===== src/hw/rtl/pwlqe_pkg.sv =====
// package for the piecewise linear efficiency lookup
// holds field widths, the table entry type, divider handshake structs and sequencer states
// no dependencies
`default_nettype none

package pwlqe_pkg;

	localparam int WL_W   = 16;
	localparam int EFF_W  = 16;
	localparam int DET_W  = 4;
	localparam int BIN_W  = 6;
	localparam int PROD_W = WL_W + EFF_W;

	// item function codes
	typedef enum logic [0:0] {
		FUNC_LOAD  = 1'b0,
		FUNC_QUERY = 1'b1
	} func_t;

	// one table entry: breakpoint wavelength and efficiency at that point
	typedef struct packed {
		logic [WL_W-1:0]  bp;
		logic [EFF_W-1:0] eff;
	} entry_t;

	// divider request and response
	typedef struct packed {
		logic              start;
		logic [PROD_W-1:0] dividend;
		logic [WL_W-1:0]   divisor;
	} div_req_t;

	typedef struct packed {
		logic             done;
		logic [EFF_W-1:0] quotient;
	} div_rsp_t;

	// sequencer states
	typedef enum logic [3:0] {
		ST_IDLE,
		ST_RD_LAST,
		ST_RD_FIRST,
		ST_CHECK,
		ST_SCAN,
		ST_MUL,
		ST_DIV_START,
		ST_DIV_WAIT,
		ST_RESULT
	} state_t;

endpackage

`default_nettype wire


===== src/hw/rtl/pwlqe_div.sv =====
// iterative restoring divider, one quotient bit per cycle
// quotient must fit in EFF_W bits (upper dividend half below divisor); depends on pwlqe_pkg
`default_nettype none

module pwlqe_div (
	input  wire logic                clk,
	input  wire logic                arst_n,
	input  wire pwlqe_pkg::div_req_t req,
	output pwlqe_pkg::div_rsp_t      rsp
);

	localparam int CNT_W = $clog2(pwlqe_pkg::EFF_W + 1);

	logic [pwlqe_pkg::WL_W-1:0]  rem_q;
	logic [pwlqe_pkg::EFF_W-1:0] quo_q;
	logic [pwlqe_pkg::WL_W-1:0]  dvs_q;
	logic [CNT_W-1:0]            cnt_q;
	logic                        busy_q;
	logic                        done_q;

	logic [pwlqe_pkg::WL_W:0]    trial;
	logic [pwlqe_pkg::WL_W:0]    diff;
	logic                        fits;

	// shared compare and subtract
	always_comb begin
		trial = {rem_q, quo_q[pwlqe_pkg::EFF_W-1]};
		diff  = trial - {1'b0, dvs_q};
		fits  = trial >= {1'b0, dvs_q};
	end

	// control
	always_ff @(posedge clk or negedge arst_n) begin
		if (!arst_n) begin
			busy_q <= 1'b0;
			done_q <= 1'b0;
			cnt_q  <= '0;
		end else begin
			done_q <= 1'b0;
			if (req.start) begin
				busy_q <= 1'b1;
				cnt_q  <= CNT_W'(pwlqe_pkg::EFF_W);
			end else if (busy_q) begin
				cnt_q <= cnt_q - CNT_W'(1);
				if (cnt_q == CNT_W'(1)) begin
					busy_q <= 1'b0;
					done_q <= 1'b1;
				end
			end
		end
	end

	// datapath: remainder and shifting dividend/quotient
	always_ff @(posedge clk) begin
		if (req.start) begin
			rem_q <= req.dividend[pwlqe_pkg::PROD_W-1:pwlqe_pkg::EFF_W];
			quo_q <= req.dividend[pwlqe_pkg::EFF_W-1:0];
			dvs_q <= req.divisor;
		end else if (busy_q) begin
			rem_q <= fits ? diff[pwlqe_pkg::WL_W-1:0] : trial[pwlqe_pkg::WL_W-1:0];
			quo_q <= {quo_q[pwlqe_pkg::EFF_W-2:0], fits};
		end
	end

	// response: done flag and quotient
	assign rsp = {done_q, quo_q};

endmodule

`default_nettype wire


===== config.mk =====
export PLATFORM = sky130hd
export DESIGN_NAME = pwlqe_div
export DESIGN_NICKNAME = d
export VERILOG_FILES = /design/src/hw/rtl/pwlqe_pkg.sv /design/src/hw/rtl/pwlqe_div.sv
export SDC_FILE = /design/constraint.sdc
export NUM_CORES = 1
export LEC_CHECK = 0
export BUFFER_PORTS_ARGS = -buffer_cell sky130_fd_sc_hd__buf_2
export CAP_MARGIN = 10
export CORE_UTILIZATION = 50
export DETAILED_ROUTE_END_ITERATION = 10
export PLACE_DENSITY = 0.82
export SLEW_MARGIN = 20
export SYNTH_ARGS = -nofsm -noshare
export SYNTH_HDL_FRONTEND = slang
export SYNTH_SLANG_ARGS = --single-unit

===== constraint.sdc =====
create_clock -name clk -period 2.9 [get_ports clk]
set_input_delay 0.145 -clock clk [delete_from_list [all_inputs] [get_ports clk]]
set_output_delay 0.145 -clock clk [all_outputs]
set_load 0.01 [all_outputs]

Word-level counts from Yosys, hierarchy flattened
Cells that the tools add are included.
- flip-flop bits (word level): 55
- input port bits: 51
- reduce and logical (&&, ||, !) cells: 1
- eq/ne operators: 1
- order comparisons: 1
- add/subtract/negate cells: 2
- multiplexer cells: 13
- operators by type and width (cell ; number):
    16-bit two-way mux ; 5
    17-bit by 16-bit greater-or-equal comparator with 1-bit output ; 1
    16-bit subtractor ; 1
    5-bit two-way mux ; 2
    1-bit two-way mux ; 6
    5-bit by 1-bit == test with 1-bit output (second input constant) ; 1
    5-bit by 1-bit subtractor with 5-bit output (second input constant) ; 1
    2-bit nonzero test ; 1

Longest topological paths before layout
Gate-level depths: netlist of the first run.
- word-level depth: 4
- gate-level depth with buffers: 11

Worst setup path before layout of the first run
Ideal clock, no wire load.
- kind: register -> register
- start point: register rem_q[7] (netlist bit)
- end point: register rem_q[14] (netlist bit), data pin
- cell stages (with the launch flop): 11
- required time: 2.639 ns
- library setup time: 0.261 ns
- path buffers: 2
- arrival: 2.245 ns
- slack: 0.394 ns
- path through: edfxtp_1 -> ha_1 -> buf_6 -> a21o_1 -> a31oi_2 -> o21ai_2 -> o31a_4 -> o21ai_4 -> buf_6 -> nor2_2 -> a221o_1
- word-level cells in the longest chain between the ends: 4
- elaborated cells on any way between the ends: 5
- those cells by class: 1 x add/sub; 1 x order compare; 3 x mux
- RTL lines (what ; RTL line ; RTL):
    start, declared ; pwlqe_div.sv:14 ; logic [pwlqe_pkg::WL_W-1:0] rem_q;
    start signal, assigned ; pwlqe_div.sv:56 ; rem_q <= req.dividend[pwlqe_pkg::PROD_W-1:pwlqe_pkg::EFF_W];
    start signal, assigned ; pwlqe_div.sv:60 ; rem_q <= fits ? diff[pwlqe_pkg::WL_W-1:0] : trial[pwlqe_pkg::WL_W-1:0];
    16-bit subtractor or 17-bit by 16-bit greater-or-equal comparator with 1-bit output (tied branches) ; pwlqe_div.sv:28, pwlqe_div.sv:29 ;
    16-bit two-way mux * ; pwlqe_div.sv:60 ;
    16-bit two-way mux * ; pwlqe_div.sv:59 ; end else if (busy_q) begin
    16-bit two-way mux * ; pwlqe_div.sv:55 ; if (req.start) begin
Mark *: on every way between the ends. The rest lies on a longest branch, timed or not. The select of a mux whose other input is x is not followed.
A chain may end at the register's enable or synchronous reset.

Final worst setup path of the first run
- start point: register rem_q[2] (netlist bit)
- end point: register rem_q[1] (netlist bit), data pin
- word-level cells in the longest chain between the ends: 4
- RTL lines (what ; RTL line ; RTL):
    17-bit by 16-bit greater-or-equal comparator with 1-bit output ; pwlqe_div.sv:29 ; fits = trial >= {1'b0, dvs_q};
    16-bit two-way mux ; pwlqe_div.sv:60 ;
    16-bit two-way mux ; pwlqe_div.sv:59 ;
    16-bit two-way mux ; pwlqe_div.sv:55 ;
Every way passes these cells. The select of a mux whose other input is x is not followed.

==> results.cfg, run 1 <==
[timing]
whs_ps = 7.362
setup_viol = 0
fin_ws_ps = 167.2
hold_violations = 0
min_period_ps = 2733
maxSlewViolCount = 0
slew_headroom_pct = 48.47
rsz0062_at_grt = false
fin_tns_setup_ps = 0
skew_ps = 8.733
worstMarginPinSlew_ps = 773.0
fmax_mhz = 365.9
finalCritPeriodShare_pct = 94.23

[global_route]
grt_max_degree = 33
grt_pass1_wl_mm = 9.977
antenna_found_initial = 0
grt_pass1_vias = 2267
grt_use_total_pct = 19.74
overflow = 0

[min_path]
min_path_type = in2reg
hold_start = req[4]
whs_path_depth = 1
hold_end = dvs_q[4]$_DFFE_PP_

[layout]
drive_gt1_share_pct = 30.79
diodes = 0
area_growth_pct = 19.24
ff_latch_area_um2 = 1617
nFillCells = 509
multi_input_area_um2 = 1446
final_nets = 423
finalNonFillerCells = 429

[setup_path]
startpoint_type = register
r2r_start = rem_q[2]$_DFFE_PP_
crit_arrival_ps = 2890
reg2reg_to = rem_q[1]$_DFFE_PP_
critical_path_peak_fanout = 10
cp.required_ps = 3060
critPathKind = reg2reg
r2r_cells = 9
r2r_slack_ps = 170
cp-end-kind = register

[placed_design]
dp.cells = 410
hpwl_mm = 4.323
pre_cts_ws_ps = 96.89
numPortBuffers = 67
gp_congestion = 0.8745

[logic_synthesis]
syn_area_um2 = 3199
synth_warnings = 0
synth_most_common_cell = edfxtp_1
synth.distinct_cells = 57
ys_seq_elements = 55
ys_top_cells_by_area = edfxtp_1, ha_1, mux2_2
synth_edf_count = 48
syn_nets = 343
synth_common_cells = edfxtp_1, nand2_1, inv_1
synthArstFlopShare_pct = 12.73
synth_ff_type = edfxtp_1
synthCells = 273
synth_top_cell_area_share_pct = 45.05
yosysSeqAreaShare_pct = 50.53
yosys.area.top_type = edfxtp_1
syn_area_per_cell_um2 = 11.72

[cts]
h-tree-depth = 2
clkLatencyLatePin_ps = 310
clkTransAtPathRegs_ps = 100
cts_buffers = 5
cts_setup_buffers = 0
root_buffer = clkbuf_8
cts_tree = yes
clock_sinks = 55
clockBufferDepth = 2

[drt]
drt_first_pass_iters = 5
wl_mm = 5.990
first_iter_violations = 107
drtAntennaViolNets = 0
num_vias = 2356
via_per_inst = 5.492
post_drt_wl_per_cell_um = 13.96
post-route-drc-count = 0

[floorplan]
core-area_um2 = 6061
die_h_um = 81.99
initial_utilization_pct = 52.79
rows = 28
die_x_um = 81.99
dieArea_um2 = 6722
io_pins = 68

[power]
p_per_area_nw_per_um2 = 911.8
ir_drop_uv = 437.3
p_leak_uw = 0.001666
p_total_uw = 3478

[job]
cap_violations = 0

[status]
status = finished clean
[cells by family after synthesis]
logic type | after synthesis | synth area share (%)
flops | 55 | 50.53
simple gates | 64 | 10.25
compound gates | 62 | 13.96
fa+ha+maj | 19 | 7.665
buf+inv | 31 | 4.380
xor+xnor | 15 | 4.106
mux | 27 | 9.112
[final cells by class]
| type | instances | area share (%) |
|---|---|---|
| tap | 75 | 2.460 |
| sequential | 55 | 42.37 |
| timing repair buffer | 84 | 12.96 |
| multi-input combinational | 187 | 37.91 |
| clock inverter | 3 | 0.5248 |
| clock buffer | 5 | 1.804 |
| inverter | 20 | 1.968 |
[worst max path at each step]
stage / slack (ps) / end / startpoint
2_1_floorplan: 390 / rem_q[14]$_DFFE_PP_ / rem_q[7]$_DFFE_PP_
3_3_place_gp: 210 / rem_q[1]$_DFFE_PP_ / dvs_q[1]$_DFFE_PP_
3_5_place_dp: 100 / rem_q[1]$_DFFE_PP_ / dvs_q[1]$_DFFE_PP_
4_1_cts: 30 / rem_q[1]$_DFFE_PP_ / dvs_q[1]$_DFFE_PP_
5_1_grt: 30 / rem_q[1]$_DFFE_PP_ / rem_q[2]$_DFFE_PP_
6_report: 170 / rem_q[1]$_DFFE_PP_ / rem_q[2]$_DFFE_PP_
[what timing repair did]
| action | 4_1_cts | 5_1_grt |
|---|---|---|
| hold endpoints to repair | 11 | 6 |
| hold buffers | 5 | 6 |
| endpoints found under the setup margin | 0 | 8 |
| resized for setup | 0 | 2 |
[registers in the layout, indices dropped and copies added (netlist names)]
signal,count
dvs_q,16
quo_q,16
rem_q,16
cnt_q,5
busy_q,1
done_q,1
[metrics by stage]
stage / util (%) / instance area, µm²
global placement: 59.54 / 3608
detailed placement: 59.54 / 3608
finish: 62.94 / 3815
floorplan: - / 3199
CTS: 61.83 / 3747
global route: 62.94 / 3815
[layer usage]
metal | track usage, % | part of all wire [%]
met1 | 25.97 | 45
met2 | 32.56 | 49
met3 | 4.556 | 5.4
met4 | 5.439 | 1.0
met5 | 0 | 0
[placed cells by master, fill, tap and decap left out, types with 2 or more instances in the layout]
| cell | Yosys | layout |
|---|---|---|
| buf_2 | 1 | 67 |
| edfxtp_1 | 48 | 48 |
| nand2_1 | 21 | 21 |
| inv_1 | 20 | 20 |
| ha_1 | 18 | 18 |
| mux2_2 | 16 | 16 |
| a21oi_1 | 13 | 13 |
| nor2_1 | 11 | 11 |
| xnor2_1 | 11 | 11 |
| dlygate4sd3_1 | 0 | 11 |
| mux2i_1 | 10 | 10 |
| o21ai_0 | 8 | 8 |
| o21ai_1 | 8 | 8 |
| a21o_1 | 7 | 7 |
| dfrtp_1 | 7 | 7 |
| nor2b_1 | 5 | 5 |
| nor3_1 | 5 | 5 |
| a211oi_1 | 5 | 5 |
| clkbuf_8 | 0 | 5 |
| buf_4 | 2 | 5 |
| xor2_1 | 4 | 4 |
| nand4_1 | 3 | 3 |
| or2_2 | 3 | 3 |
| nand2b_1 | 3 | 3 |
| o31ai_2 | 2 | 2 |
| nand3_1 | 2 | 2 |
| nand3b_1 | 2 | 2 |
| o311ai_0 | 2 | 2 |
[critical path, cell delays in order (launching register included)]
cell	delay (ps)
edfxtp_1	400
ha_1	370
a21oi_1	210
and2b_1	210
a211oi_2	100
o31a_4	390
o21ai_4	230
buf_6	200
mux2_1	330
o21ai_1	140
[power by group]
group | switching (µW) | internal, µW
Combinational | 939 | 865
Sequential | 125 | 1130
Clock | 256 | 169
(Power assumes the default switching activity.)
==> run 2: changes to the inputs <==
SETUP_SLACK_MARGIN = 0.4   (was default)
SKIP_LAST_GASP = 1   (was default)
==> run 2 against run 1 <==
Net effect: clock skew decreased by 0.89 ps; utilization rose by 6.7 points; worst hold slack worse by 2.8 ps; global-route usage grew 2.5 points; clock-buffer cell count increased by 1; sequential power barely moved; final area up 11%; fmax rose by 6.3%; final cell count grew 6.5%; critical endpoint is now rem_q[6]$_DFFE_PP_; largest cell class unchanged.
==> results.cfg, run 2 (synthesis results as in run 1) <==
[status]
status = finished clean

[drt]
via_per_inst = 5.547
post-route-drc-count = 0
first_iter_violations = 142
post_drt_wl_per_cell_um = 15.46
num_vias = 2535
wl_mm = 7.065
drtAntennaViolNets = 0
drt_first_pass_iters = 4

[placed_design]
gp_congestion = 0.8672
hpwl_mm = 4.488
numPortBuffers = 67
placed_area_um2 = 3616

[floorplan]
die_x_um = 81.99
initial_utilization_pct = 52.79
die_h_um = 81.99
rows = 28
core-area_um2 = 6061
dieArea_um2 = 6722
io_pins = 68

[job]
cap_violations = 0

[timing]
worstMarginPinSlew_ps = 819.5
skew_ps = 7.843
fin_tns_setup_ps = 0
slew_headroom_pct = 45.37
maxSlewViolCount = 0
setup_viol = 0
min_period_ps = 2571
finalCritPeriodShare_pct = 88.64
fmax_mhz = 389.0
rsz0062_at_grt = true
hold_violations = 0

[cts]
clockBufferDepth = 2
cts_tree = yes
h-tree-depth = 2
clkLatencyLatePin_ps = 320
clkTransAtPathRegs_ps = 100
clock_sinks = 55
cts_buffers = 5
root_buffer = clkbuf_8

[layout]
final_common_cell = buf_2
final_nets = 451
area_growth_pct = 31.95
final_cell_mix = buf_2, edfxtp_1, buf_4
final_area_um2 = 4222
reg_top3 = dvs_q x16, quo_q x16, rem_q x16
drive_gt1_share_pct = 40.31
diodes = 0
final_util_pct = 69.65

[global_route]
grt_use_total_pct = 22.20
grt_pass1_vias = 2489
grt_pass1_wl_mm = 11.14
antenna_found_initial = 0
grt_max_degree = 33
overflow = 0

[setup_path]
critPathKind = reg2reg
cp_top_family = compound AO/OA/AOI/OAI gates
crit_start = rem_q[7]$_DFFE_PP_
startpoint_type = register
crit_chain = ha_4, a21o_1, a31oi_2, o21ai_2, o31a_4, o21ai_4, buf_4, mux2i_1, o21ai_1
crit_slowest_cell = edfxtp_1
r2r_start = rem_q[7]$_DFFE_PP_
slowest_delay_ps = 450
critical_path_peak_fanout = 5
critPathBufInv = 1
cp-end-kind = register
cp.required_ps = 2970
crit_arrival_ps = 2640

[power]
p_leak_uw = 0.001827
ir_drop_uv = 597.7
p_per_area_nw_per_um2 = 981.0

[min_path]
hold_start = req[10]
min_path_type = in2reg
==> run 2: cell count changes in the layout (fill, tap and decap cells not counted), moves of 3 or more <==
cell,previous run,this run
buf_4,5,24
ha_1,18,9
ha_4,0,9
buf_6,1,6
dlygate4sd3_1,11,15
inv_1,20,17
inv_2,0,3
==> run 2: timing repair <==
item	in CTS	in global routing
endpoints found under the setup margin	17	17
endpoints found under the hold margin	17	4
resized for setup	25	10
buffers inserted	18	5
pin swaps	15	3
hold buffers	11	4
==> run 2: worst paths after layout <==
path / slack (ps) / end / cells past startpoint
hold reg to reg: 540 / cnt_q[4]$_DFFE_PN0P_ / 2
setup / recovery: 330 / rem_q[6]$_DFFE_PP_ / 9
setup reg to reg: 330 / rem_q[6]$_DFFE_PP_ / 9
hold / removal: 5 / dvs_q[10]$_DFFE_PP_ / 1
max in group asynchronous: 2580 / cnt_q[1]$_DFFE_PN0P_ / 2
min in group asynchronous: 170 / busy_q$_DFF_PN0_ / 2
==> run 2: power by group <==
part           internal (µW)  switching (µW)
Clock                    202             270
Combinational           1260            1130
Sequential              1130             157
Total                   2590            1550
==> run 2: area by class of cell <==
cell class | count | area, µm²
clock buffers | 6 | 82.58
clock inverters | 2 | 20.02
fillers | 427 | 1839
inverters | 20 | 75.07
multi-input cells | 187 | 1600
flip-flops and latches | 55 | 1617
well taps | 75 | 93.84
repair buffers | 112 | 733.2
==> run 2: per-stage QoR <==
step | hold slack (ps) | std cells | power, µW | setup slack [ps]
finish | 4.530 | 457 | 4141 | 329.4
CTS | 4.894 | 448 | 3929 | 369.7
floorplan | -150.6 | 273 | 2671 | 418.6
global placement | -18.17 | 411 | 2984 | 181.2
global route | 2.631 | 457 | 4385 | 250.8
detailed placement | -16.93 | 411 | 3050 | 61.05
==> run 2: worst register-to-register path, delay by kind of cell, from the launching register on <==
family / cells / cell delay [ps]
AO/OA/AOI/OAI: 6 / 1210
multiplexers: 1 / 220
buffers and inverters: 1 / 210
adder cells (fa/ha/maj): 1 / 250
flip-flops: 1 / 450
==> run 2: routing by layer <==
layer	up-vias	GRT usage, %	share of wire, %
met5	-	0	0
met4	0	9.825	1.8
met3	12	5.556	5.2
met2	79	37.44	50
met1	1218	26.63	43
li1	1226	-	-
